## src/design/wws_pkg.sv

```systemverilog
// ----------------------------------------------------------------------------
// wws_pkg
// Shared widths, constants, register indexes and types of the wave stencil.
// ----------------------------------------------------------------------------
package wws_pkg;

  localparam int MAX_SIDE = 33;
  localparam int MIN_SIDE = 3;
  localparam int SIDE_W   = 6;
  localparam int HW       = 24;
  localparam int DW       = 16;
  localparam int CW       = 16;

  localparam int H_DEPTH  = 2 * MAX_SIDE;
  localparam int H_AW     = $clog2(H_DEPTH);
  localparam int PD_AW    = $clog2(MAX_SIDE);
  localparam int PD_W     = HW + DW;

  localparam int SUM_W    = HW + 2;
  localparam int A_W      = CW + 1;
  localparam int B_W      = CW + 3;
  localparam int ACC_W    = 43;
  localparam int SPLIT    = 22;
  localparam int HI_W     = ACC_W - SPLIT;
  localparam int PL_W     = SPLIT + DW;
  localparam int PH_W     = HI_W + DW + 1;
  localparam int PROD_W   = 60;
  localparam int RND_SH   = 32;
  localparam int RND_W    = PROD_W - RND_SH;

  // 2.0 in Q.16; B = 2 - 4A
  localparam int B_TWO    = 131072;

  localparam int CFG_IW   = 1;
  localparam logic [CFG_IW-1:0] REG_COEF_A = CFG_IW'(0);
  localparam logic [CFG_IW-1:0] REG_SIDE   = CFG_IW'(1);

  localparam logic [CW-1:0]     COEF_RESET = CW'(26);
  localparam logic [SIDE_W-1:0] SIDE_RESET = SIDE_W'(MAX_SIDE);

  typedef enum logic {
    ST_RUN,
    ST_FLUSH
  } ctrl_state_t;

  typedef struct packed {
    logic              go;
    logic              wr;
    logic              emit;
    logic [SIDE_W-1:0] col;
    logic              wbank;
    logic              ubank;
    logic [SIDE_W-1:0] acol;
    logic              abank;
    logic              first;
    logic              at_end;
    logic              up_mem;
    logic              dn_self;
    logic              last;
  } step_t;

  typedef struct packed {
    logic signed [HW-1:0] lft;
    logic signed [HW-1:0] cen;
    logic signed [HW-1:0] rgt;
    logic signed [HW-1:0] up;
    logic signed [HW-1:0] dn;
    logic signed [HW-1:0] prv;
    logic        [DW-1:0] dmp;
  } win_t;

  function automatic logic [H_AW-1:0] h_addr(input logic bank,
                                             input logic [SIDE_W-1:0] col);
    return H_AW'(col) + (bank ? H_AW'(MAX_SIDE) : H_AW'(0));
  endfunction

endpackage

```

## src/design/wws_line.sv

```systemverilog
// ----------------------------------------------------------------------------
// wws_line
// Line stores for two rows of heights and one row of previous height and
// damping, with the three-cell stencil window fed from the look-ahead read.
// ----------------------------------------------------------------------------
module wws_line (
  input  logic                         clk,
  input  wws_pkg::step_t               step,
  input  logic signed [wws_pkg::HW-1:0] cur_height,
  input  logic signed [wws_pkg::HW-1:0] prev_height,
  input  logic        [wws_pkg::DW-1:0] damping,
  output wws_pkg::win_t                win
);

  logic [wws_pkg::HW-1:0]   hmem  [wws_pkg::H_DEPTH];
  logic [wws_pkg::PD_W-1:0] pdmem [wws_pkg::MAX_SIDE];

  logic [wws_pkg::H_AW-1:0]  waddr;
  logic [wws_pkg::H_AW-1:0]  uaddr;
  logic [wws_pkg::H_AW-1:0]  aaddr;
  logic [wws_pkg::PD_AW-1:0] paddr;

  logic signed [wws_pkg::HW-1:0] lft;
  logic signed [wws_pkg::HW-1:0] cen;
  logic signed [wws_pkg::HW-1:0] rgt;
  logic signed [wws_pkg::HW-1:0] up;
  logic signed [wws_pkg::HW-1:0] dn;
  logic [wws_pkg::PD_W-1:0]      pd;

  assign waddr = wws_pkg::h_addr(step.wbank, step.col);
  assign uaddr = wws_pkg::h_addr(step.ubank, step.col);
  assign aaddr = wws_pkg::h_addr(step.abank, step.acol);
  assign paddr = step.col[wws_pkg::PD_AW-1:0];

  // read before write: up and pd see the old entry at the written address
  always_ff @(posedge clk) begin
    if (step.go) begin
      if (step.wr) begin
        hmem[waddr]  <= cur_height;
        pdmem[paddr] <= {prev_height, damping};
      end
      up  <= hmem[uaddr];
      rgt <= hmem[aaddr];
      pd  <= pdmem[paddr];
      cen <= rgt;
      lft <= cen;
      dn  <= cur_height;
    end
  end

  always_comb begin
    win.lft = lft;
    win.cen = cen;
    win.rgt = rgt;
    win.up  = up;
    win.dn  = dn;
    win.prv = pd[wws_pkg::PD_W-1:wws_pkg::DW];
    win.dmp = pd[wws_pkg::DW-1:0];
  end

endmodule

```

## config.mk

```make
export PLATFORM = sky130hd
export DESIGN_NAME = wws_line
export DESIGN_NICKNAME = d
export VERILOG_FILES = /design/src/design/wws_pkg.sv /design/src/design/wws_line.sv
export SDC_FILE = /design/constraint.sdc
export NUM_CORES = 2
export LEC_CHECK = 0
export BUFFER_PORTS_ARGS = -buffer_cell sky130_fd_sc_hd__buf_2
export CAP_MARGIN = 20
export CORE_ASPECT_RATIO = 1.25
export CORE_MARGIN = 5
export CORE_UTILIZATION = 35
export DETAILED_ROUTE_END_ITERATION = 6
export SLEW_MARGIN = 40
export SYNTH_ARGS = -nofsm -noshare
export SYNTH_HDL_FRONTEND = slang
export SYNTH_SLANG_ARGS = --single-unit
export TNS_END_PERCENT = 100
```

## constraint.sdc

```tcl
create_clock -name clk -period 3.5 [get_ports clk]
set_input_delay 0.175 -clock clk [delete_from_list [all_inputs] [get_ports clk]]
set_output_delay 0.175 -clock clk [all_outputs]
set_load 0.005 [all_outputs]
```

Word-level counts from Yosys, hierarchy flattened. Memories as Yosys holds them, arrays and structs flattened. A register that Yosys moved wholly into a read port is not among the register bits. Cells that the tools add are included.

Add/sub/neg operators: 3. Multiplexer cells: 6.

Operator list (number): adder 6 x 6 -> 7 bit (3); 2-to-1 mux 6 bit (3); 2-to-1 mux 1 bit (3).

Register bits after elaboration: 72. Bits in writable memories: 2904. Input port bits: 88. Word-level logic and storage cells: 14. Memories kept: 2.

Memory list: hmem (words 66, width 24, rd ports 2, clocked after memory_dff 2, wr ports 1, line wws_line.sv:15) `logic [wws_pkg::HW-1:0] hmem [wws_pkg::H_DEPTH];`; pdmem (words 33, width 40, rd ports 1, clocked after memory_dff 1, wr ports 1, line wws_line.sv:16) `logic [wws_pkg::PD_W-1:0] pdmem [wws_pkg::MAX_SIDE];`.

Depth between registers and ports, before layout.
Word-level depth: 3. Mapped depth: 11. Depth with buffers taken out: 8.

Worst setup path before layout. Ideal clock, no wire load.

Path kind: input to register. Start point: input port step[18] in the netlist's numbering. End point: memory pdmem[10][0] in the netlist's numbering (enable). Arrival: 2.829 ns. Data required time: 3.062 ns. Slack: 0.234 ns. Stages on the path: 5. Cells stage by stage: buf_2 buf_2 nor3b_1 nand2_1 nor2_1.

RTL lines: start: declaration (line wws_line.sv:8) `input wws_pkg::step_t step,`; end: declaration (line wws_line.sv:16).

No word-level cell before the write port.

Final worst setup path.
Start point: input port step[22] in the netlist's numbering. End point: memory hmem[0][3] in the netlist's numbering (enable).

Word-level cells in the longest chain between the ends: 2.

RTL lines: 2-to-1 mux 1 bit (line wws_line.sv:37) `if (step.go) begin`; 2-to-1 mux 1 bit (not written as such) (line wws_line.sv:39) `hmem[waddr] <= cur_height;`; end: declaration (line wws_line.sv:15).

No other way between the ends.

==> qor.yml <==
floorplanning:
  chipWidth_um: 547
  initial_utilization_pct: 35.1
  ios: 248
  rows: 246
  core_um2: 359000
  dieArea_um2: 373000
  die_y_um: 681
timing:
  period_share_pct: 68.5
  hold_violations: 0
  worst_pin_slew_ns: 0.892
  finalSetupViolCount: 0
  slew_viol_final: 0
  finalHoldWorstSlack_ns: 0.227
  worst_slack_ns: 1.10
  maxSlewHeadroom_pct: 40.6
  fin_crit_ns: 2.40
  rsz0062_at_grt: "no"
  clock_skew_ns: 0.0611
  clock.fmax_mhz: 417
  setup_tns_ns: 0
global_routing:
  antenna_found_initial: 41
  grt_first_pass_wirelength_um: 564000
  grt_usage_pct: 20.9
  first_global_vias: 74100
  grt_max_degree: 83
  grt.overflow.total: 0
detailed_routing:
  wl_per_cell_um: 32.8
  ant_nets: 0
  drtPass1Iterations: 6
  drcViolationCount: 0
  wirelength_um: 401000
  routed_via_density: 5.99
  vias: 73300
  drt-initial-drc-count: 9226
final_layout:
  utilization_pct: 41.3
  final_cells: 12200
  regArea_um2: 92000
  finalInstanceArea_um2: 148000
  multi_input_area_um2: 33000
  final_nets: 7353
  fillers: 31500
  final_common_cell: "edfxtp_1"
  mostFrequentLayoutCells: "edfxtp_1 (3064), mux4_2 (769), a22oi_1 (721)"
  syn2layout_area_growth_pct: 17.6
  drive_gt1_share_pct: 27.1
clock_tree:
  cts_made_buffers: 325
  clock_latency_ns: 0.87
  numClockSinks: 3064
  cts_resized: 0
  clk_path_buf_depth: 4
  cts.clk_slew.worst_paths_ns: 0.06
  postCtsSetupRepairBufs: 0
  clock-root-buffer: "clkbuf_16"
  hold_buffers: 65
  cts_tree: "done"
  htreeDepth: 5
placement:
  dp_slack_ns: 0.412
  place_area_um2: 138000
  io_buffers: 241
  hpwl_um: 240000
  gp_congestion: 0.832
  placedCellCount: 11600
logic_synthesis:
  synth_top_family_by_area: "multiplexers"
  synthFlopType: "edfxtp_1"
  synth_edf_count: 3064
  yosys.area_share.adder_pct: 0.0892
  synth_top_area_cell: "edfxtp_1"
  ys_top_cells_by_area: "edfxtp_1 (73%), mux4_2 (14%), a22oi_1 (4.3%), nand2_1 (1.8%), mux2i_1 (1.3%)"
  ys_warn_count: 0
  avgSynthCellArea_um2: 18.9
  synth_top_area_share_pct: 72.9
  synth_cells: 6669
  synth_xor_area_share_pct: 0.0892
  muxShareOfSynthArea_pct: 15.2
  ys_seq_elements: 3064
  yosysSeqAreaShare_pct: 72.9
  async_flop_share_pct: 0
  synth_area_um2: 126000
  synth-compound-area-share_pct: 5.35
  ys_types: 53
  synth-simple-area-share_pct: 4.55
  syn-num-nets: 6766
min_path:
  hold_start: "step[18]"
  worstHoldPathType: "primary input to flip-flop"
  min_delay_path_depth: 3
  holdPathEnd: "up[22]"
worst_setup_path:
  cp.arrival_ns: 2.94
  r2r_setup_slack_ns: 1.23
  r2r_cells: 6
  crit_path_start_kind: "primary input"
  required_ns: 4.05
  r2r-end: "rgt[7]"
  r2r-start: "hmem[15][7]"
  path_max_fanout: 13
  endpoint_kind: "flip-flop"
  critPathKind: "primary input to flip-flop"
job:
  maxCapViolCount: 0
power:
  p_leak_nw: 46.5
  powerDensity_nw_per_um2: 551
  peakVddDrop_mv: 0.373
  power_mw: 81.8
run_status:
  run_status: "finished clean"
where the power goes:
group	total (mW)	internal (mW)	switching, mW
registers	41.1	40.8	0.267
clock network	33.2	19.1	14.1
logic	7.55	3.05	4.50
total	81.8	63.0	18.8
area by class of cell:
cell class,count,area share (%)
sequential,3064,62.0
multi-input combinational,3129,22.2
clock buffer,402,5.76
timing repair buffer,734,4.94
tap,4712,3.97
clock inverter,175,1.05
antenna,15,0.0253
inverter,2,0.00506
worst max path at each step:
stage	from	to	slack (ns)	depth (start not counted)
after CTS	step[22]	hmem[0][3]	1.17	8
after global placement	step[14]	hmem[62][2]	0.43	11
after floorplan	step[18]	pdmem[10][0]	0.23	5
after global routing	step[22]	hmem[0][5]	1.06	8
final	step[22]	hmem[0][3]	1.10	8
after detailed placement	step[14]	hmem[62][2]	0.41	11
layer usage:
layer  track usage, %  share of wire, %  up-vias
met4             8.04               4.3       22
met2             35.8                50     4295
li1                 -                 -    29400
met3             3.79               9.0      910
met5                0             0.037        -
met1             26.5                36    38700
cell families (layout without fill, tap and decap cells):
group	after synthesis	in the layout
xor+xnor	12	12
fa+ha+maj	9	9
compound gates	902	902
other cells	0	15
mux	958	958
flops	3064	3064
simple gates	1248	1248
buf+inv	476	1313
critical path, cell delays in order:
cell           delay, ns
dlygate4sd3_1       0.60
buf_8               0.18
and2_0              0.14
buf_4               0.17
nor2b_1             0.29
nand2_1             0.47
nor2_4              0.60
buf_12              0.26
state kept, by name, indices dropped and copies added (netlist names):
name and count:
lft 24, pd 40, dn 24, hmem 1584
rgt 24, pdmem 1320, up 24, cen 24
Yosys cell counts (2+ instances only):
cell          n
a211oi_1      2
a222oi_1     23
a22o_1        5
a22oi_1     721
a31o_2        3
a31oi_1      75
a32oi_1      25
and2_1        3
and3_1        4
and3b_1       3
buf_1        33
buf_2       208
buf_4        37
buf_6         3
clkbuf_1    191
clkbuf_4      2
edfxtp_1   3064
ha_1          9
inv_1         2
mux2_2       24
mux2i_1     165
mux4_2      769
nand2_1     615
nand2b_1     25
nand3_1     222
nand3_2       2
nand3b_1      7
nand4_1     231
nor2_1      117
nor2b_1       4
nor3b_1       2
nor3b_2       2
o211ai_1     25
o21ai_0       8
o21ai_1       6
o2bb2ai_1     2
or2_2         2
or3_1         3
or3b_2        2
xnor2_1       6
xor2_1        5
Note: power is estimated with default switching activity, not from simulation.
