## src/design/wws_pkg.sv

```systemverilog
// ----------------------------------------------------------------------------
// wws_pkg
// Shared widths, constants, register indexes and types of the wave stencil.
// ----------------------------------------------------------------------------
package wws_pkg;

  localparam int MAX_SIDE = 33;
  localparam int MIN_SIDE = 3;
  localparam int SIDE_W   = 6;
  localparam int HW       = 24;
  localparam int DW       = 16;
  localparam int CW       = 16;

  localparam int H_DEPTH  = 2 * MAX_SIDE;
  localparam int H_AW     = $clog2(H_DEPTH);
  localparam int PD_AW    = $clog2(MAX_SIDE);
  localparam int PD_W     = HW + DW;

  localparam int SUM_W    = HW + 2;
  localparam int A_W      = CW + 1;
  localparam int B_W      = CW + 3;
  localparam int ACC_W    = 43;
  localparam int SPLIT    = 22;
  localparam int HI_W     = ACC_W - SPLIT;
  localparam int PL_W     = SPLIT + DW;
  localparam int PH_W     = HI_W + DW + 1;
  localparam int PROD_W   = 60;
  localparam int RND_SH   = 32;
  localparam int RND_W    = PROD_W - RND_SH;

  // 2.0 in Q.16; B = 2 - 4A
  localparam int B_TWO    = 131072;

  localparam int CFG_IW   = 1;
  localparam logic [CFG_IW-1:0] REG_COEF_A = CFG_IW'(0);
  localparam logic [CFG_IW-1:0] REG_SIDE   = CFG_IW'(1);

  localparam logic [CW-1:0]     COEF_RESET = CW'(26);
  localparam logic [SIDE_W-1:0] SIDE_RESET = SIDE_W'(MAX_SIDE);

  typedef enum logic {
    ST_RUN,
    ST_FLUSH
  } ctrl_state_t;

  typedef struct packed {
    logic              go;
    logic              wr;
    logic              emit;
    logic [SIDE_W-1:0] col;
    logic              wbank;
    logic              ubank;
    logic [SIDE_W-1:0] acol;
    logic              abank;
    logic              first;
    logic              at_end;
    logic              up_mem;
    logic              dn_self;
    logic              last;
  } step_t;

  typedef struct packed {
    logic signed [HW-1:0] lft;
    logic signed [HW-1:0] cen;
    logic signed [HW-1:0] rgt;
    logic signed [HW-1:0] up;
    logic signed [HW-1:0] dn;
    logic signed [HW-1:0] prv;
    logic        [DW-1:0] dmp;
  } win_t;

  function automatic logic [H_AW-1:0] h_addr(input logic bank,
                                             input logic [SIDE_W-1:0] col);
    return H_AW'(col) + (bank ? H_AW'(MAX_SIDE) : H_AW'(0));
  endfunction

endpackage

```

## src/design/wws_ctrl.sv

```systemverilog
// ----------------------------------------------------------------------------
// wws_ctrl
// Raster position counters and the end-of-grid flush sequencer; issues one
// step per node or per flushed column to the line stores and the stage chain.
// ----------------------------------------------------------------------------
module wws_ctrl (
  input  logic                            clk,
  input  logic                            rst,
  input  logic [wws_pkg::SIDE_W-1:0]      nodes_per_side,
  input  logic                            node_valid,
  input  logic                            s1_free,
  output logic                            node_stall,
  output wws_pkg::step_t                  step
);

  wws_pkg::ctrl_state_t state, state_next;

  logic [wws_pkg::SIDE_W-1:0] col, col_next;
  logic [wws_pkg::SIDE_W-1:0] row, row_next;
  logic [wws_pkg::SIDE_W-1:0] fcol, fcol_next;
  logic                       fbank, fbank_next;

  logic [wws_pkg::SIDE_W-1:0] side;
  logic [wws_pkg::SIDE_W-1:0] side_m1;
  logic                       wrap;
  logic [wws_pkg::SIDE_W-1:0] c;
  logic [wws_pkg::SIDE_W-1:0] r;
  logic                       c_last, r_last, f_last;
  logic                       accept;

  always_comb begin
    if (nodes_per_side < wws_pkg::SIDE_W'(wws_pkg::MIN_SIDE)) begin
      side = wws_pkg::SIDE_W'(wws_pkg::MIN_SIDE);
    end else if (nodes_per_side > wws_pkg::SIDE_W'(wws_pkg::MAX_SIDE)) begin
      side = wws_pkg::SIDE_W'(wws_pkg::MAX_SIDE);
    end else begin
      side = nodes_per_side;
    end
  end

  assign side_m1 = side - wws_pkg::SIDE_W'(1);
  assign wrap    = (col >= side) || (row >= side);
  assign c       = wrap ? wws_pkg::SIDE_W'(0) : col;
  assign r       = wrap ? wws_pkg::SIDE_W'(0) : row;
  assign c_last  = (c == side_m1);
  assign r_last  = (r == side_m1);
  assign f_last  = (fcol == side_m1);
  assign accept  = (state == wws_pkg::ST_RUN) && node_valid && s1_free;

  always_comb begin
    step       = '0;
    node_stall = 1'b1;
    unique case (state)
      wws_pkg::ST_RUN: begin
        node_stall   = !s1_free;
        step.go      = accept;
        step.wr      = 1'b1;
        step.emit    = (r != wws_pkg::SIDE_W'(0));
        step.col     = c;
        step.wbank   = r[0];
        step.ubank   = r[0];
        step.first   = (c == wws_pkg::SIDE_W'(0));
        step.at_end  = c_last;
        step.up_mem  = (r > wws_pkg::SIDE_W'(1));
        step.dn_self = 1'b0;
        step.last    = 1'b0;
        if (c_last) begin
          step.acol  = wws_pkg::SIDE_W'(0);
          step.abank = r[0];
        end else begin
          step.acol  = c + wws_pkg::SIDE_W'(1);
          step.abank = !r[0];
        end
      end
      wws_pkg::ST_FLUSH: begin
        node_stall   = 1'b1;
        step.go      = s1_free;
        step.wr      = 1'b0;
        step.emit    = 1'b1;
        step.col     = fcol;
        step.wbank   = fbank;
        step.ubank   = !fbank;
        step.first   = (fcol == wws_pkg::SIDE_W'(0));
        step.at_end  = f_last;
        step.up_mem  = 1'b1;
        step.dn_self = 1'b1;
        step.last    = f_last;
        step.acol    = f_last ? wws_pkg::SIDE_W'(0) : fcol + wws_pkg::SIDE_W'(1);
        step.abank   = fbank;
      end
      default: begin
        step       = '0;
        node_stall = 1'b1;
      end
    endcase
  end

  always_comb begin
    state_next = state;
    col_next   = col;
    row_next   = row;
    fcol_next  = fcol;
    fbank_next = fbank;
    unique case (state)
      wws_pkg::ST_RUN: begin
        if (accept) begin
          if (c_last && r_last) begin
            col_next   = wws_pkg::SIDE_W'(0);
            row_next   = wws_pkg::SIDE_W'(0);
            fcol_next  = wws_pkg::SIDE_W'(0);
            fbank_next = r[0];
            state_next = wws_pkg::ST_FLUSH;
          end else if (c_last) begin
            col_next = wws_pkg::SIDE_W'(0);
            row_next = r + wws_pkg::SIDE_W'(1);
          end else begin
            col_next = c + wws_pkg::SIDE_W'(1);
            row_next = r;
          end
        end
      end
      wws_pkg::ST_FLUSH: begin
        if (s1_free) begin
          fcol_next = fcol + wws_pkg::SIDE_W'(1);
          if (f_last) begin
            state_next = wws_pkg::ST_RUN;
          end
        end
      end
      default: begin
        state_next = wws_pkg::ST_RUN;
      end
    endcase
  end

  always_ff @(posedge clk) begin
    if (rst) begin
      state <= wws_pkg::ST_RUN;
      col   <= '0;
      row   <= '0;
      fcol  <= '0;
      fbank <= 1'b0;
    end else begin
      state <= state_next;
      col   <= col_next;
      row   <= row_next;
      fcol  <= fcol_next;
      fbank <= fbank_next;
    end
  end

endmodule

```

## config.mk

```make
export PLATFORM = sky130hd
export DESIGN_NAME = wws_ctrl
export DESIGN_NICKNAME = d
export VERILOG_FILES = /design/src/design/wws_pkg.sv /design/src/design/wws_ctrl.sv
export SDC_FILE = /design/constraint.sdc
export NUM_CORES = 1
export LEC_CHECK = 0
export BUFFER_PORTS_ARGS = -buffer_cell sky130_fd_sc_hd__buf_2
export CORE_MARGIN = 2
export CORE_UTILIZATION = 55
export CTS_BUF_LIST = sky130_fd_sc_hd__clkbuf_16
export DETAILED_ROUTE_END_ITERATION = 16
export PLACE_DENSITY = 0.77
export SYNTH_ARGS = -nofsm -noshare
export SYNTH_HDL_FRONTEND = slang
export SYNTH_SLANG_ARGS = --single-unit
```

## constraint.sdc

```tcl
create_clock -name clk -period 7.7 [get_ports clk]
set_input_delay 0.77 -clock clk [delete_from_list [all_inputs] [get_ports clk]]
set_output_delay 0.77 -clock clk [all_outputs]
set_load 0.005 [all_outputs]
```

After elaboration in Yosys (flattened, before gate mapping)
Index checks and enable logic that the tools add are counted.
{"block": "word_totals", "reg_bits": 20, "elab_cells": 55}
{"block": "op_classes", "addsub": 4, "n_lt_le_gt_ge": 5, "eq_ne": 6, "mux": 21, "bitwise": 1, "n_reduce_logical": 13}
{"operator": "two-way mux 6 bit", "count": 12}
{"operator": "one-hot mux 23 bit (2 select lines)", "count": 1}
{"operator": "adder 6 x 1 -> 6 bit (second input constant)", "count": 3}
{"operator": "equality test 6 bit", "count": 3}
{"operator": ">= comparator 6 bit", "count": 2}
{"operator": "zero test 6 bit", "count": 2}
{"operator": "one-hot mux 6 bit (2 select lines)", "count": 1}
{"operator": "two-way mux 7 bit", "count": 1}
{"operator": "greater-than comparator 6 x 1 -> 1 bit (second input constant)", "count": 1}
{"operator": "greater-than comparator 6 bit (second input constant)", "count": 1}
{"operator": "< comparator 6 x 2 -> 1 bit (second input constant)", "count": 1}
{"operator": "AND reduction 3 bit", "count": 2}
{"operator": "nonzero test 6 bit", "count": 1}
{"operator": "subtractor 6 x 1 -> 6 bit (second input constant)", "count": 1}
{"operator": "two-way mux 1 bit", "count": 4}
{"operator": "inequality test 2 bit (second input constant)", "count": 2}
{"operator": "one-hot mux 1 bit (2 select lines)", "count": 2}
{"operator": "logical AND 1 bit", "count": 3}
{"operator": "zero test 1 bit", "count": 3}
{"operator": "inequality test 2 x 1 -> 1 bit (second input constant)", "count": 1}
{"operator": "AND reduction 2 bit", "count": 1}
{"operator": "logical OR 1 bit", "count": 1}
{"operator": "NOT 1 bit", "count": 1}

Longest topological paths before layout
{"block": "logic_depth", "depth_word": 11, "mapped_depth": 17}

Least setup slack after synthesis
No wires, ideal clock.
{"block": "synth_path", "path_kind": "input port to output port", "start": "in nodes_per_side[4] in the netlist's numbering", "end": "out step[10] in the netlist's numbering", "arrival_time_ps": 3682, "slack_ps": 3248, "stages": 15, "path_buffers": 2, "path_cell_list": "nor3_2 > mux2i_2 > ha_1 > nor3b_1 > o21ai_1 > o2111a_1 > buf_2 > nor2_1 > buf_2 > nand2_1 > inv_1 > ha_1 > nand3_1 > xor2_1 > o31ai_1"}
{"element": "start, declared", "line": "wws_ctrl.sv:9", "source": "input logic [wws_pkg::SIDE_W-1:0] nodes_per_side,"}
{"element": "end, declared", "line": "wws_ctrl.sv:13", "source": "output wws_pkg::step_t step"}

==> summary.txt <==
CTS
  – Hold-fix buffers at CTS: 0
  – Resized cells post-CTS: 0
  – CTS tree: built
  – Clock transition at path regs: 0.06 ns
  – CTS root buf: clkbuf_16
  – Clock Latency Late Sink: 0.25 ns
  – Post-CTS Setup Bufs: 0
  – Clk sinks: 20
  – CTS max path bufs: 2
  – Max H-tree Level: 1
  – Cts bufs inserted: 3

Setup path
  – CP Launch Type: input pin
  – Worst endpoint required time: 6.93 ns
  – Critical Path AT: 4.70 ns
  – Critical path class: in -> out
  – CP Cell Sequence: buf_2, nor3_2, mux2i_2, ha_1, nor3b_1, o21ai_1, o2111a_1, nor2_1, nand2_1, inv_1, ha_1, nand3_1, xor2_1, o31ai_1, buf_2
  – CP Max Fanout: 16
  – R2R setup slack: 4.08 ns
  – Reg2Reg Depth: 12
  – Worst Setup SP: nodes_per_side[4]
  – Crit. End Element: output pin
  – Reg-to-Reg Start: row[3]
  – CP max-delay cell: nor2_1
  – Slowest stage delay, CP: 0.80 ns
  – Reg-to-reg endpoint: row[4]

Route
  – WL/cell: 16.2 µm
  – 1st-iter DRT viols: 162
  – Post-route ant nets: 0
  – Vias: 2426
  – TritonRoute pass-1 iters: 4
  – Vias/cell: 6.24
  – Final wirelength: 6290 µm
  – Drt drc: 0

Placed design
  – Port Buffer Count: 33
  – Final GP Congestion: 0.907
  – Placed cell count: 386
  – Dpl hpwl: 4730 µm

Timing
  – Setup violators final: 0
  – Clk_skew: 0.00131 ns
  – Hold_ws: 0.530 ns
  – Final min period: 5.47 ns
  – Setup TNS: 0 ns
  – Slew Viols, Final: 0
  – Slew @ Worst Pin: 1.00 ns
  – FMAX: 0.183 GHz
  – Fin. Hold Viols: 0
  – Post-route clock period utilization: 71.0%
  – Unrepaired setup endpoints after global routing: no
  – Max-slew headroom: 32.9%

Floorplan
  – Initial Util: 57.1%
  – Die height: 71.0 µm
  – Die Area: 5040 µm²
  – CORE AREA: 4320 µm²
  – Rows: 24
  – IO Pins: 34
  – Die width: 71.0 µm

Cells and area
  – Nets: 370
  – Layout cells sized above 1: 16.0%
  – Layout Area Growth over Synthesis: 7.56%
  – Ant diodes: 0
  – Most frequent cells in the layout: 33 x buf_2, 32 x nand2_1, 21 x ha_1
  – Most common cell after layout, fill and taps aside: buf_2
  – Final core utilization: 61.4%
  – Layout Cells excl Fill: 389

GRT
  – Global routing usage on met3: 2.42%
  – GRT met1 Usage: 37.0%
  – Largest net degree at the start of global routing: 36
  – Initial antenna violation count: 0
  – GRT Max-Usage Layer: met2
  – First-pass GRT wire length: 10700 µm
  – Routing usage on met2: 40.3%
  – Total GRT Usage: 25.7%
  – Vias in the first global route: 2227
  – Congestion Overflow GR: 0

Synth
  – Post-synth top area share: 16.2%
  – FF+latch count, synth: 20
  – Synthesized instance count: 328
  – Top cells by area, synth: dfxtp_1 16%, ha_1 11%, xnor2_1 5.3%
  – Ys Warns: 0
  – Cell Area, Synth: 2470 µm²
  – Number of flops mapped to enable cells by yosys: 0
  – Area leader, netlist: dfxtp_1
  – Sequential fraction of the synthesis area: 16.2%
  – Mean Syn Cell Area: 7.52 µm²
  – Synthesized net count: 359
  – Post-synth ARST share: 0%
  – Top FF cell, synth: dfxtp_1
  – Synth cell types: 68

Job
  – Max-cap violations: 0

Pwr
  – Maximum VDD drop: 0.0734 mV
  – P_leak: 1.01 nW
  – Pwr dens: 110 nW/µm²

Min path
  – Worst Hold Depth: 2
  – HP Class: reg -> reg
  – Hold EP: col[0]
  – Worst Hold Launch: col[0]

Outcome
  – Status: finished clean
## sequential cells by signal (all words and copies together), names as in the netlist
name / count
col: 6
fcol: 6
row: 6
fbank: 1
state: 1
## area by class of cell
cell class | count | area (µm²)
Tap cell | 52 | 65.1
Multi-Input combinational cell | 264 | 1880
Fill cell | 392 | 1670
Sequential cell | 20 | 400
Inverter | 17 | 63.8
Timing Repair Buffer | 33 | 165
Clock buffer | 3 | 75.1
## through the flow
stage          power [mW]  setup WS, ns  instance area, µm²
5_1_grt             0.304          1.91                2650
4_1_cts             0.291          2.28                2650
3_5_place_dp        0.185          2.34                2580
6_report            0.291          2.23                2650
2_1_floorplan       0.166          3.25                2470
3_3_place_gp        0.184          2.51                2580
## synth_stat cells (2+ instances only)
master,count
ha_1,21
and4_1,2
a31oi_1,7
o21ai_1,3
nor3b_1,4
nand4bb_1,3
nand2b_1,4
xnor2_1,15
nand3b_1,6
or3_1,4
mux2i_1,2
a311oi_1,2
nor3_1,8
a21oi_1,18
a211oi_2,2
a211oi_1,2
o211ai_2,2
inv_1,17
and2_1,7
buf_2,5
o31ai_1,3
nor2_1,20
o211ai_1,5
nand3_1,13
clkbuf_1,19
xor2_1,5
a221oi_1,2
o21ai_0,18
nand2_1,32
nor4_1,4
o311ai_0,4
nand4_1,7
and3_1,2
o22ai_1,4
dfxtp_1,20
o311a_1,2
o32ai_1,3
## per-layer routing
| metal | vias up | wire length, µm |
|---|---|---|
| met2 | 80 | 2910 |
| li1 | 1230 | - |
| met1 | 1110 | 2980 |
| met5 | - | 0 |
| met3 | 6 | 335 |
| met4 | 0 | 61 |
## power breakdown
| part | switching (mW) | internal, mW | total (mW) |
|---|---|---|---|
| Clock | 0.0385 | 0.0685 | 0.107 |
| Combinational | 0.0504 | 0.0282 | 0.0786 |
| Sequential | 0.00142 | 0.104 | 0.106 |
## how the worst max path moves through the flow
stage | depth (start not counted) | to
3_5_place_dp | 15 | step[10]
6_report | 15 | step[10]
3_3_place_gp | 15 | step[10]
5_1_grt | 15 | step[10]
2_1_floorplan | 15 | step[10]
4_1_cts | 15 | step[10]
## critical path, delay by kind of cell
kind	cells	cell delay, ns
and+or+nand+nor	5	1.66
buffers and inverters	3	0.42
AOI/OAI and AO/OA	3	0.52
muxes	1	0.54
xor gates and xnor gates	1	0.18
adders and majority gates	2	0.60
## cell families (layout without fill, tap and decap cells)
| logic type | Yosys count | in the layout | synth area share (%) |
|---|---|---|---|
| AOI/OAI and AO/OA | 92 | 92 | 27.6 |
| xor gates and xnor gates | 20 | 20 | 7.10 |
| adders and majority gates | 21 | 21 | 10.6 |
| buffers and inverters | 44 | 53 | 7.40 |
| DFF | 20 | 20 | 16.2 |
| muxes | 4 | 4 | 1.83 |
| and+or+nand+nor | 127 | 127 | 29.2 |
No activity file was read; power rests on OpenSTA's default activity.
