<file path="config.mk">
export PLATFORM = sky130hd
export DESIGN_NAME = wws_calc
export DESIGN_NICKNAME = d
export VERILOG_FILES = /design/src/design/wws_pkg.sv /design/src/design/wws_calc.sv
export SDC_FILE = /design/constraint.sdc
export NUM_CORES = 2
export LEC_CHECK = 0
export ABC_AREA = 1
export ABC_CLOCK_PERIOD_IN_PS = 15140
export BUFFER_PORTS_ARGS = -buffer_cell sky130_fd_sc_hd__buf_2
export CAP_MARGIN = 15
export CORE_UTILIZATION = 60
export DETAILED_ROUTE_END_ITERATION = 16
export PLACE_DENSITY_LB_ADDON = 0.08
export SLEW_MARGIN = 20
export SYNTH_ARGS = -nofsm -noshare
export SYNTH_HDL_FRONTEND = slang
export SYNTH_SLANG_ARGS = --single-unit
</file>
<file path="constraint.sdc">
create_clock -name clk -period 15.14 [get_ports clk]
set_input_delay 3.028 -clock clk [delete_from_list [all_inputs] [get_ports clk]]
set_output_delay 3.028 -clock clk [all_outputs]
set_load 0.03 [all_outputs]
</file>
<file path="src/design/wws_pkg.sv">
// ----------------------------------------------------------------------------
// wws_pkg
// Shared widths, constants, register indexes and types of the wave stencil.
// ----------------------------------------------------------------------------
package wws_pkg;

  localparam int MAX_SIDE = 33;
  localparam int MIN_SIDE = 3;
  localparam int SIDE_W   = 6;
  localparam int HW       = 24;
  localparam int DW       = 16;
  localparam int CW       = 16;

  localparam int H_DEPTH  = 2 * MAX_SIDE;
  localparam int H_AW     = $clog2(H_DEPTH);
  localparam int PD_AW    = $clog2(MAX_SIDE);
  localparam int PD_W     = HW + DW;

  localparam int SUM_W    = HW + 2;
  localparam int A_W      = CW + 1;
  localparam int B_W      = CW + 3;
  localparam int ACC_W    = 43;
  localparam int SPLIT    = 22;
  localparam int HI_W     = ACC_W - SPLIT;
  localparam int PL_W     = SPLIT + DW;
  localparam int PH_W     = HI_W + DW + 1;
  localparam int PROD_W   = 60;
  localparam int RND_SH   = 32;
  localparam int RND_W    = PROD_W - RND_SH;

  // 2.0 in Q.16; B = 2 - 4A
  localparam int B_TWO    = 131072;

  localparam int CFG_IW   = 1;
  localparam logic [CFG_IW-1:0] REG_COEF_A = CFG_IW'(0);
  localparam logic [CFG_IW-1:0] REG_SIDE   = CFG_IW'(1);

  localparam logic [CW-1:0]     COEF_RESET = CW'(26);
  localparam logic [SIDE_W-1:0] SIDE_RESET = SIDE_W'(MAX_SIDE);

  typedef enum logic {
    ST_RUN,
    ST_FLUSH
  } ctrl_state_t;

  typedef struct packed {
    logic              go;
    logic              wr;
    logic              emit;
    logic [SIDE_W-1:0] col;
    logic              wbank;
    logic              ubank;
    logic [SIDE_W-1:0] acol;
    logic              abank;
    logic              first;
    logic              at_end;
    logic              up_mem;
    logic              dn_self;
    logic              last;
  } step_t;

  typedef struct packed {
    logic signed [HW-1:0] lft;
    logic signed [HW-1:0] cen;
    logic signed [HW-1:0] rgt;
    logic signed [HW-1:0] up;
    logic signed [HW-1:0] dn;
    logic signed [HW-1:0] prv;
    logic        [DW-1:0] dmp;
  } win_t;

  function automatic logic [H_AW-1:0] h_addr(input logic bank,
                                             input logic [SIDE_W-1:0] col);
    return H_AW'(col) + (bank ? H_AW'(MAX_SIDE) : H_AW'(0));
  endfunction

endpackage

</file>
<file path="src/design/wws_calc.sv">
// ----------------------------------------------------------------------------
// wws_calc
// Stencil arithmetic as a chain of stages, each taking a beat from its
// neighbor when free: clamp and sum, coefficient products, accumulate,
// damping product in two halves, round and saturate into the result register.
// ----------------------------------------------------------------------------
module wws_calc (
  input  logic                          clk,
  input  logic                          rst,
  input  wws_pkg::step_t                step,
  input  wws_pkg::win_t                 win,
  input  logic        [wws_pkg::CW-1:0] coef_a,
  input  logic                          res_stall,
  output logic                          s1_free,
  output logic                          res_valid,
  output logic signed [wws_pkg::HW-1:0] new_height,
  output logic                          last
);

  logic v1, v2, v3, v4, v5;
  logic r1, r2, r3, r4, r5, r6;

  // stage 1 flags
  logic first1, end1, upm1, dself1, last1;

  // stage 2
  logic signed [wws_pkg::SUM_W-1:0] sum2;
  logic signed [wws_pkg::HW-1:0]    cen2;
  logic signed [wws_pkg::HW-1:0]    prv2;
  logic        [wws_pkg::DW-1:0]    dmp2;
  logic                             last2;

  // stage 3
  logic signed [wws_pkg::ACC_W-1:0] ma3;
  logic signed [wws_pkg::ACC_W-1:0] mb3;
  logic signed [wws_pkg::HW-1:0]    prv3;
  logic        [wws_pkg::DW-1:0]    dmp3;
  logic                             last3;

  // stage 4
  logic signed [wws_pkg::ACC_W-1:0] acc4;
  logic        [wws_pkg::DW-1:0]    dmp4;
  logic                             last4;

  // stage 5
  logic        [wws_pkg::PL_W-1:0]  plo5;
  logic signed [wws_pkg::PH_W-1:0]  phi5;
  logic                             last5;

  logic signed [wws_pkg::B_W-1:0]   coef_b;
  logic signed [wws_pkg::A_W-1:0]   coef_as;
  logic signed [wws_pkg::HW-1:0]    tap_l, tap_r, tap_u, tap_d;
  logic signed [wws_pkg::SUM_W-1:0] sum1;
  logic signed [wws_pkg::HW+wws_pkg::DW-1:0] prv_sh;
  logic signed [wws_pkg::PROD_W-1:0] prod;
  logic signed [wws_pkg::PROD_W-1:0] rnd;
  logic signed [wws_pkg::RND_W-1:0]  rq;
  logic signed [wws_pkg::HW-1:0]     sat;
  logic                              ovf;

  assign coef_as = $signed({1'b0, coef_a});
  assign coef_b  = $signed(wws_pkg::B_W'(wws_pkg::B_TWO) - wws_pkg::B_W'({coef_a, 2'b00}));

  assign r6 = !res_valid || !res_stall;
  assign r5 = !v5 || r6;
  assign r4 = !v4 || r5;
  assign r3 = !v3 || r4;
  assign r2 = !v2 || r3;
  assign r1 = !v1 || r2;
  assign s1_free = r1;

  always_comb begin
    tap_l = first1 ? win.cen : win.lft;
    tap_r = end1   ? win.cen : win.rgt;
    tap_u = upm1   ? win.up  : win.cen;
    tap_d = dself1 ? win.cen : win.dn;
    sum1  = wws_pkg::SUM_W'(tap_l) + wws_pkg::SUM_W'(tap_r)
          + wws_pkg::SUM_W'(tap_u) + wws_pkg::SUM_W'(tap_d);
  end

  assign prv_sh = {prv3, wws_pkg::DW'(0)};

  always_comb begin
    prod = (wws_pkg::PROD_W'(phi5) <<< wws_pkg::SPLIT)
         + $signed(wws_pkg::PROD_W'(plo5));
    rnd  = prod + (wws_pkg::PROD_W'(1) <<< (wws_pkg::RND_SH - 1));
    rq   = rnd[wws_pkg::PROD_W-1:wws_pkg::RND_SH];
    ovf  = (rq[wws_pkg::RND_W-1:wws_pkg::HW-1] != '0)
        && (rq[wws_pkg::RND_W-1:wws_pkg::HW-1] != '1);
    if (!ovf) begin
      sat = rq[wws_pkg::HW-1:0];
    end else if (rq[wws_pkg::RND_W-1]) begin
      sat = {1'b1, {(wws_pkg::HW-1){1'b0}}};
    end else begin
      sat = {1'b0, {(wws_pkg::HW-1){1'b1}}};
    end
  end

  always_ff @(posedge clk) begin
    if (rst) begin
      v1        <= 1'b0;
      v2        <= 1'b0;
      v3        <= 1'b0;
      v4        <= 1'b0;
      v5        <= 1'b0;
      res_valid <= 1'b0;
    end else begin
      if (r1) begin
        v1 <= step.go && step.emit;
      end
      if (r2) begin
        v2 <= v1;
      end
      if (r3) begin
        v3 <= v2;
      end
      if (r4) begin
        v4 <= v3;
      end
      if (r5) begin
        v5 <= v4;
      end
      if (r6) begin
        res_valid <= v5;
      end
    end
  end

  always_ff @(posedge clk) begin
    if (r1) begin
      first1 <= step.first;
      end1   <= step.at_end;
      upm1   <= step.up_mem;
      dself1 <= step.dn_self;
      last1  <= step.last;
    end
    if (r2) begin
      sum2  <= sum1;
      cen2  <= win.cen;
      prv2  <= win.prv;
      dmp2  <= win.dmp;
      last2 <= last1;
    end
    if (r3) begin
      ma3   <= coef_as * sum2;
      mb3   <= coef_b * cen2;
      prv3  <= prv2;
      dmp3  <= dmp2;
      last3 <= last2;
    end
    if (r4) begin
      acc4  <= ma3 + mb3 - wws_pkg::ACC_W'(prv_sh);
      dmp4  <= dmp3;
      last4 <= last3;
    end
    if (r5) begin
      plo5  <= wws_pkg::PL_W'(acc4[wws_pkg::SPLIT-1:0]) * wws_pkg::PL_W'(dmp4);
      phi5  <= $signed(acc4[wws_pkg::ACC_W-1:wws_pkg::SPLIT]) * $signed({1'b0, dmp4});
      last5 <= last4;
    end
    if (r6) begin
      new_height <= sat;
      last       <= last5;
    end
  end

endmodule

</file>
==> Yosys cells after proc, flatten, opt, wreduce, memory -nomap -nowiden <==
Cells that the tools add are included.
{ "op_classes": {"n_eq_ne": 1, "muxes": 6, "add_sub_neg": 8, "n_reduce_logical": 16, "multipliers": 4} }
{ "ops": {"columns": ["op", "n"], "rows": [
  ["two-way mux 24 bit", 6],
  ["adder 60 x 33 -> 60 bit (second input constant)", 1],
  ["adder 60 x 39 -> 60 bit", 1],
  ["adder 43 bit", 1],
  ["multiplier 17 x 26 -> 43 bit", 1],
  ["multiplier 19 x 24 -> 43 bit", 1],
  ["subtractor 43 x 40 -> 43 bit", 1],
  ["multiplier 21 x 17 -> 38 bit", 1],
  ["multiplier 22 x 16 -> 38 bit", 1],
  ["adder 25 x 24 -> 26 bit", 1],
  ["adder 26 x 24 -> 26 bit", 1],
  ["adder 24 x 24 -> 25 bit", 1],
  ["subtractor 18 x 18 -> 19 bit (first input constant)", 1],
  ["zero test 1 bit", 7],
  ["logical OR 1 bit", 6],
  ["inequality test 5 bit (second input constant)", 1],
  ["nonzero test 5 bit", 1],
  ["logical AND 1 bit", 2]
]} }
{ "word_totals": {"output_inout_bits": 27, "inputBits": 202, "register_bits": 391} }

==> Logic depth before layout (Yosys ltp) <==
{ "depth": {"ltp_word": 7, "ltp_mapped": 38, "mapped_depth_nobuf": 35} }

==> Worst setup path before layout <==
Ideal clock, no wire load.
{ "synth_path": {"path_kind": "in2out", "startpoint": "in res_stall", "endpoint": "out s1_free", "arrival_ps": 9354, "t_required_ps": 12112, "slack_ps": 2758, "stages": 9, "path_cell_list": "nand2_1 -> nor2_1 -> inv_1 -> nor2_1 -> inv_1 -> nor2_1 -> inv_1 -> nor2_1 -> nand2_1"} }
{ "synth_via": {"elab_chain_cells": 7} }
{ "synth_lines": {"columns": ["item", "line_no", "text"], "rows": [
  ["from (decl)", "wws_calc.sv:13", "input logic res_stall,"],
  ["zero test 1 bit", "wws_calc.sv:64", "assign r6 = !res_valid || !res_stall;"],
  ["logical OR 1 bit", "wws_calc.sv:64", null],
  ["logical OR 1 bit", "wws_calc.sv:65", "assign r5 = !v5 || r6;"],
  ["net r5", "wws_calc.sv:21", "logic r1, r2, r3, r4, r5, r6;"],
  ["logical OR 1 bit", "wws_calc.sv:66", "assign r4 = !v4 || r5;"],
  ["net r4", "wws_calc.sv:21", null],
  ["logical OR 1 bit", "wws_calc.sv:67", "assign r3 = !v3 || r4;"],
  ["net r3", "wws_calc.sv:21", null],
  ["logical OR 1 bit", "wws_calc.sv:68", "assign r2 = !v2 || r3;"],
  ["logical OR 1 bit", "wws_calc.sv:69", "assign r1 = !v1 || r2;"],
  ["to (decl)", "wws_calc.sv:14", "output logic s1_free,"]
]} }
The timed path passes the listed nets, and every way through them passes these cells.

==> Final worst setup path <==
{ "layout_path": {"startpoint": "in coef_a[1] in the netlist's numbering", "endpoint": "reg mb3[29] in the netlist's numbering, data pin"} }
{ "layout_via": {"elab_chain_cells": 2} }
{ "layout_lines": {"columns": ["item", "line_no", "text"], "rows": [
  ["from (decl)", "wws_calc.sv:12", "input logic [wws_pkg::CW-1:0] coef_a,"],
  ["subtractor 18 x 18 -> 19 bit", "wws_calc.sv:62", "assign coef_b = $signed(wws_pkg::B_W'(wws_pkg::B_TWO) - wws_pkg::B_W'({coef_a, 2'b00}));"],
  ["multiplier 19 x 24 -> 43 bit", "wws_calc.sv:146", "mb3 <= coef_b * cen2;"],
  ["to (signal assigned)", "wws_calc.sv:146", null],
  ["to (decl)", "wws_calc.sv:35", "logic signed [wws_pkg::ACC_W-1:0] mb3;"]
]} }
No other way between the ends.
A chain may end at the register's enable or synchronous reset.

==> metrics <==
Synth Area in Compound Gates=0.0500; Buffers & Inverters on Critical Path=8; CP Data Arrival Time=approximately 11 ns; share of layout cells above drive strength 1=0.0408; final WL=between 200,000 and 250,000 µm; Die W=around 360 µm; Min Clock Period, post-route=10.78 ns; Setup-failing EPs final=0; via count=58,000; syn nets=around 11,000; Worst path top cell family by delay=adder cells; drt wl/cell=19.8 µm; Post-Synthesis Cells=9,083; Async S/R FF share, synth=0; Synth area leaders=fa_1, edfxtp_1, inv_1, nand2_1, ha_1; Seq/Total Area, Yosys=0.144; CTS tree=built; fmax=0.0927 GHz; Yosys reg bits=367; Hold Crit Class=reg -> reg; clock root cell=clkbuf_16; worst setup margin=4.36 ns; largest net degree at the start of global routing=66; DRC Markers=0; FF-to-FF Start=dmp4[2]; Tcrit/Tclk final=0.712; worst-path maximum fanout=28; Placed Cells incl. Taps=between 10,000 and 15,000; I/O Buffers=between 200 and 250; clk slew on worst S/H paths=0.07 ns; Setup crit end kind=flop; setup tns final=0 ns; mux cell area share after synthesis=0; Layout Skew=0.0321 ns; Hold Crit Start=dmp3[12]; Synth Area in Adders=0.488; die area=0.128 mm²; area of the multi-input gates=0.0541 mm²; register area=approximately 0.011 mm²; Synth area leader=fa_1; Yosys top cell area share=0.393; status=finished, final reports clean; worst slew pin tran=1.08 ns; clock sink total=367; Post-CTS Hold Buffers=0; first-pass GRT wire length=335,000 µm; Avg Cell Area, Syn=8.37 µm²; RSZ-0062 raised after global routing=false; initial antenna violation count=6; Syn Std Cell Area=~0.076 mm²; Rel. slew slack=0.279; DP Wirelength=~170,000 µm; Ports=roughly 230; Worst-Skew Late Latency=0.64 ns; Most common cell on crit path=nand2_1; number of synthesized flops with an enable pin=361; post-synth cell types=50; Fin. Hold Viols=0; Yosys Warn Count=0; gpl congestion=between 0.9 and 1; core area=about 0.13 mm²; # fillers=11,100; initial core utilization=0.605; Slowest-stage cell, CP=nand2_1; Post-Layout Cell Count=10,700; DR pass1 iterations=8; number of global-route vias before repair=61,700; Synth Area in Simple Gates=0.147; Final Max Tran Viols=0; Die H=358 µm; main combinational cell family by area after synthesis=adder cells; GRT Total Usage=0.343; dpl ws=3.87 ns; CTS resizes=0; fin nets=11,300; Max Cap Viol=0; drt initial violations=4,296; Synth Flop Type=edfxtp_1; Routed Antenna Nets=0; CP startpoint kind=input port; buffer levels on the longest clock path=3; GRT overflow=0; H-tree levels=2; row count=130; postcts setup bufs=0; Area Overhead vs Synth=4.72%; Worst Setup SP=coef_a[1]; post-synthesis xor/xnor area fraction=0.0251; Crit Path Class=in -> reg; DR vias/cell=5.41; Req. time, crit path=approximately 16 ns; CTS Buf Count=46; CP max stage delay=0.68 ns
## cells in the final DEF, fill, tap and decap left out, types with 47 or more instances in the layout
| cell type | count |
|---|---|
| nand2_1 | 2072 |
| inv_1 | 2554 |
| o21ai_0 | 172 |
| xor2_1 | 139 |
| a21oi_1 | 311 |
| edfxtp_1 | 361 |
| xnor2_1 | 78 |
| a31oi_1 | 48 |
| buf_2 | 212 |
| a21o_1 | 49 |
| clkbuf_16 | 47 |
| fa_1 | 1492 |
| nor2_1 | 493 |
| nand3_1 | 125 |
| ha_1 | 579 |
## path summary, 6_finish.rpt
kind	to	slack, ns	cells after the start
min reg2reg	dmp4[12]	0.41	0
max reg2reg	phi5[37]	7.91	19
min	dmp4[12]	0.41	0
max	mb3[29]	4.36	35
## layer usage
metal,vias up,share of wire,track usage
met4,6,0.046,0.141
met3,450,0.080,0.0599
met5,-,0.00019,0.00148
met2,2368,0.48,0.579
met1,28800,0.39,0.437
li1,26400,-,-
## per-stage QoR
stage	area [µm²]	util	hold slack (ns)
4_1_cts	79600	0.633	0.406
3_3_place_gp	78100	0.621	0.401
5_1_grt	79600	0.633	0.422
6_report	79600	0.633	0.405
2_1_floorplan	76000	-	0.400
3_5_place_dp	78100	0.621	0.405
## state kept, by name, summed over array words and instances (netlist names), 24 cells and up
name	count
sum2	26
prv2	24
cen2	24
new_height	24
prv3	24
phi5	38
acc4	43
ma3	43
mb3	41
## Yosys cell counts (7+ instances only)
cell type	count
o21ai_1	12
clkbuf_1	312
nor4_1	21
nand2_1	2073
o21a_1	11
nand3b_1	10
nor2_1	493
o211ai_1	9
a21boi_0	19
ha_1	579
o21bai_1	28
inv_2	7
nand4_1	32
fa_1	1492
nor2_4	12
inv_1	2558
a21o_1	49
buf_2	10
xor2_1	139
nand3_1	125
a21oi_1	311
a31oi_1	48
buf_1	15
xnor2_1	79
nor3_1	38
o21ai_0	172
edfxtp_1	361
## kinds of logic after synthesis
logic type / after synthesis
simple gates: 2834
compound gates: 676
buf+inv: 2917
xor+xnor: 218
flops: 367
fa+ha+maj: 2071
## cell type report
| cell class | instances | share of cell area |
|---|---|---|
| diodes | 4 | 0.000126 |
| clock buffers | 55 | 0.0151 |
| clock inverters | 30 | 0.00413 |
| inverters | 2569 | 0.121 |
| multi-input cells | 5799 | 0.679 |
| flip-flops and latches | 367 | 0.138 |
| well taps | 1650 | 0.0259 |
| repair buffers | 250 | 0.0169 |
Power is left out: the tool's default activity adds up to more than one toggle a clock period on the data nets, which glitch-free logic cannot reach.
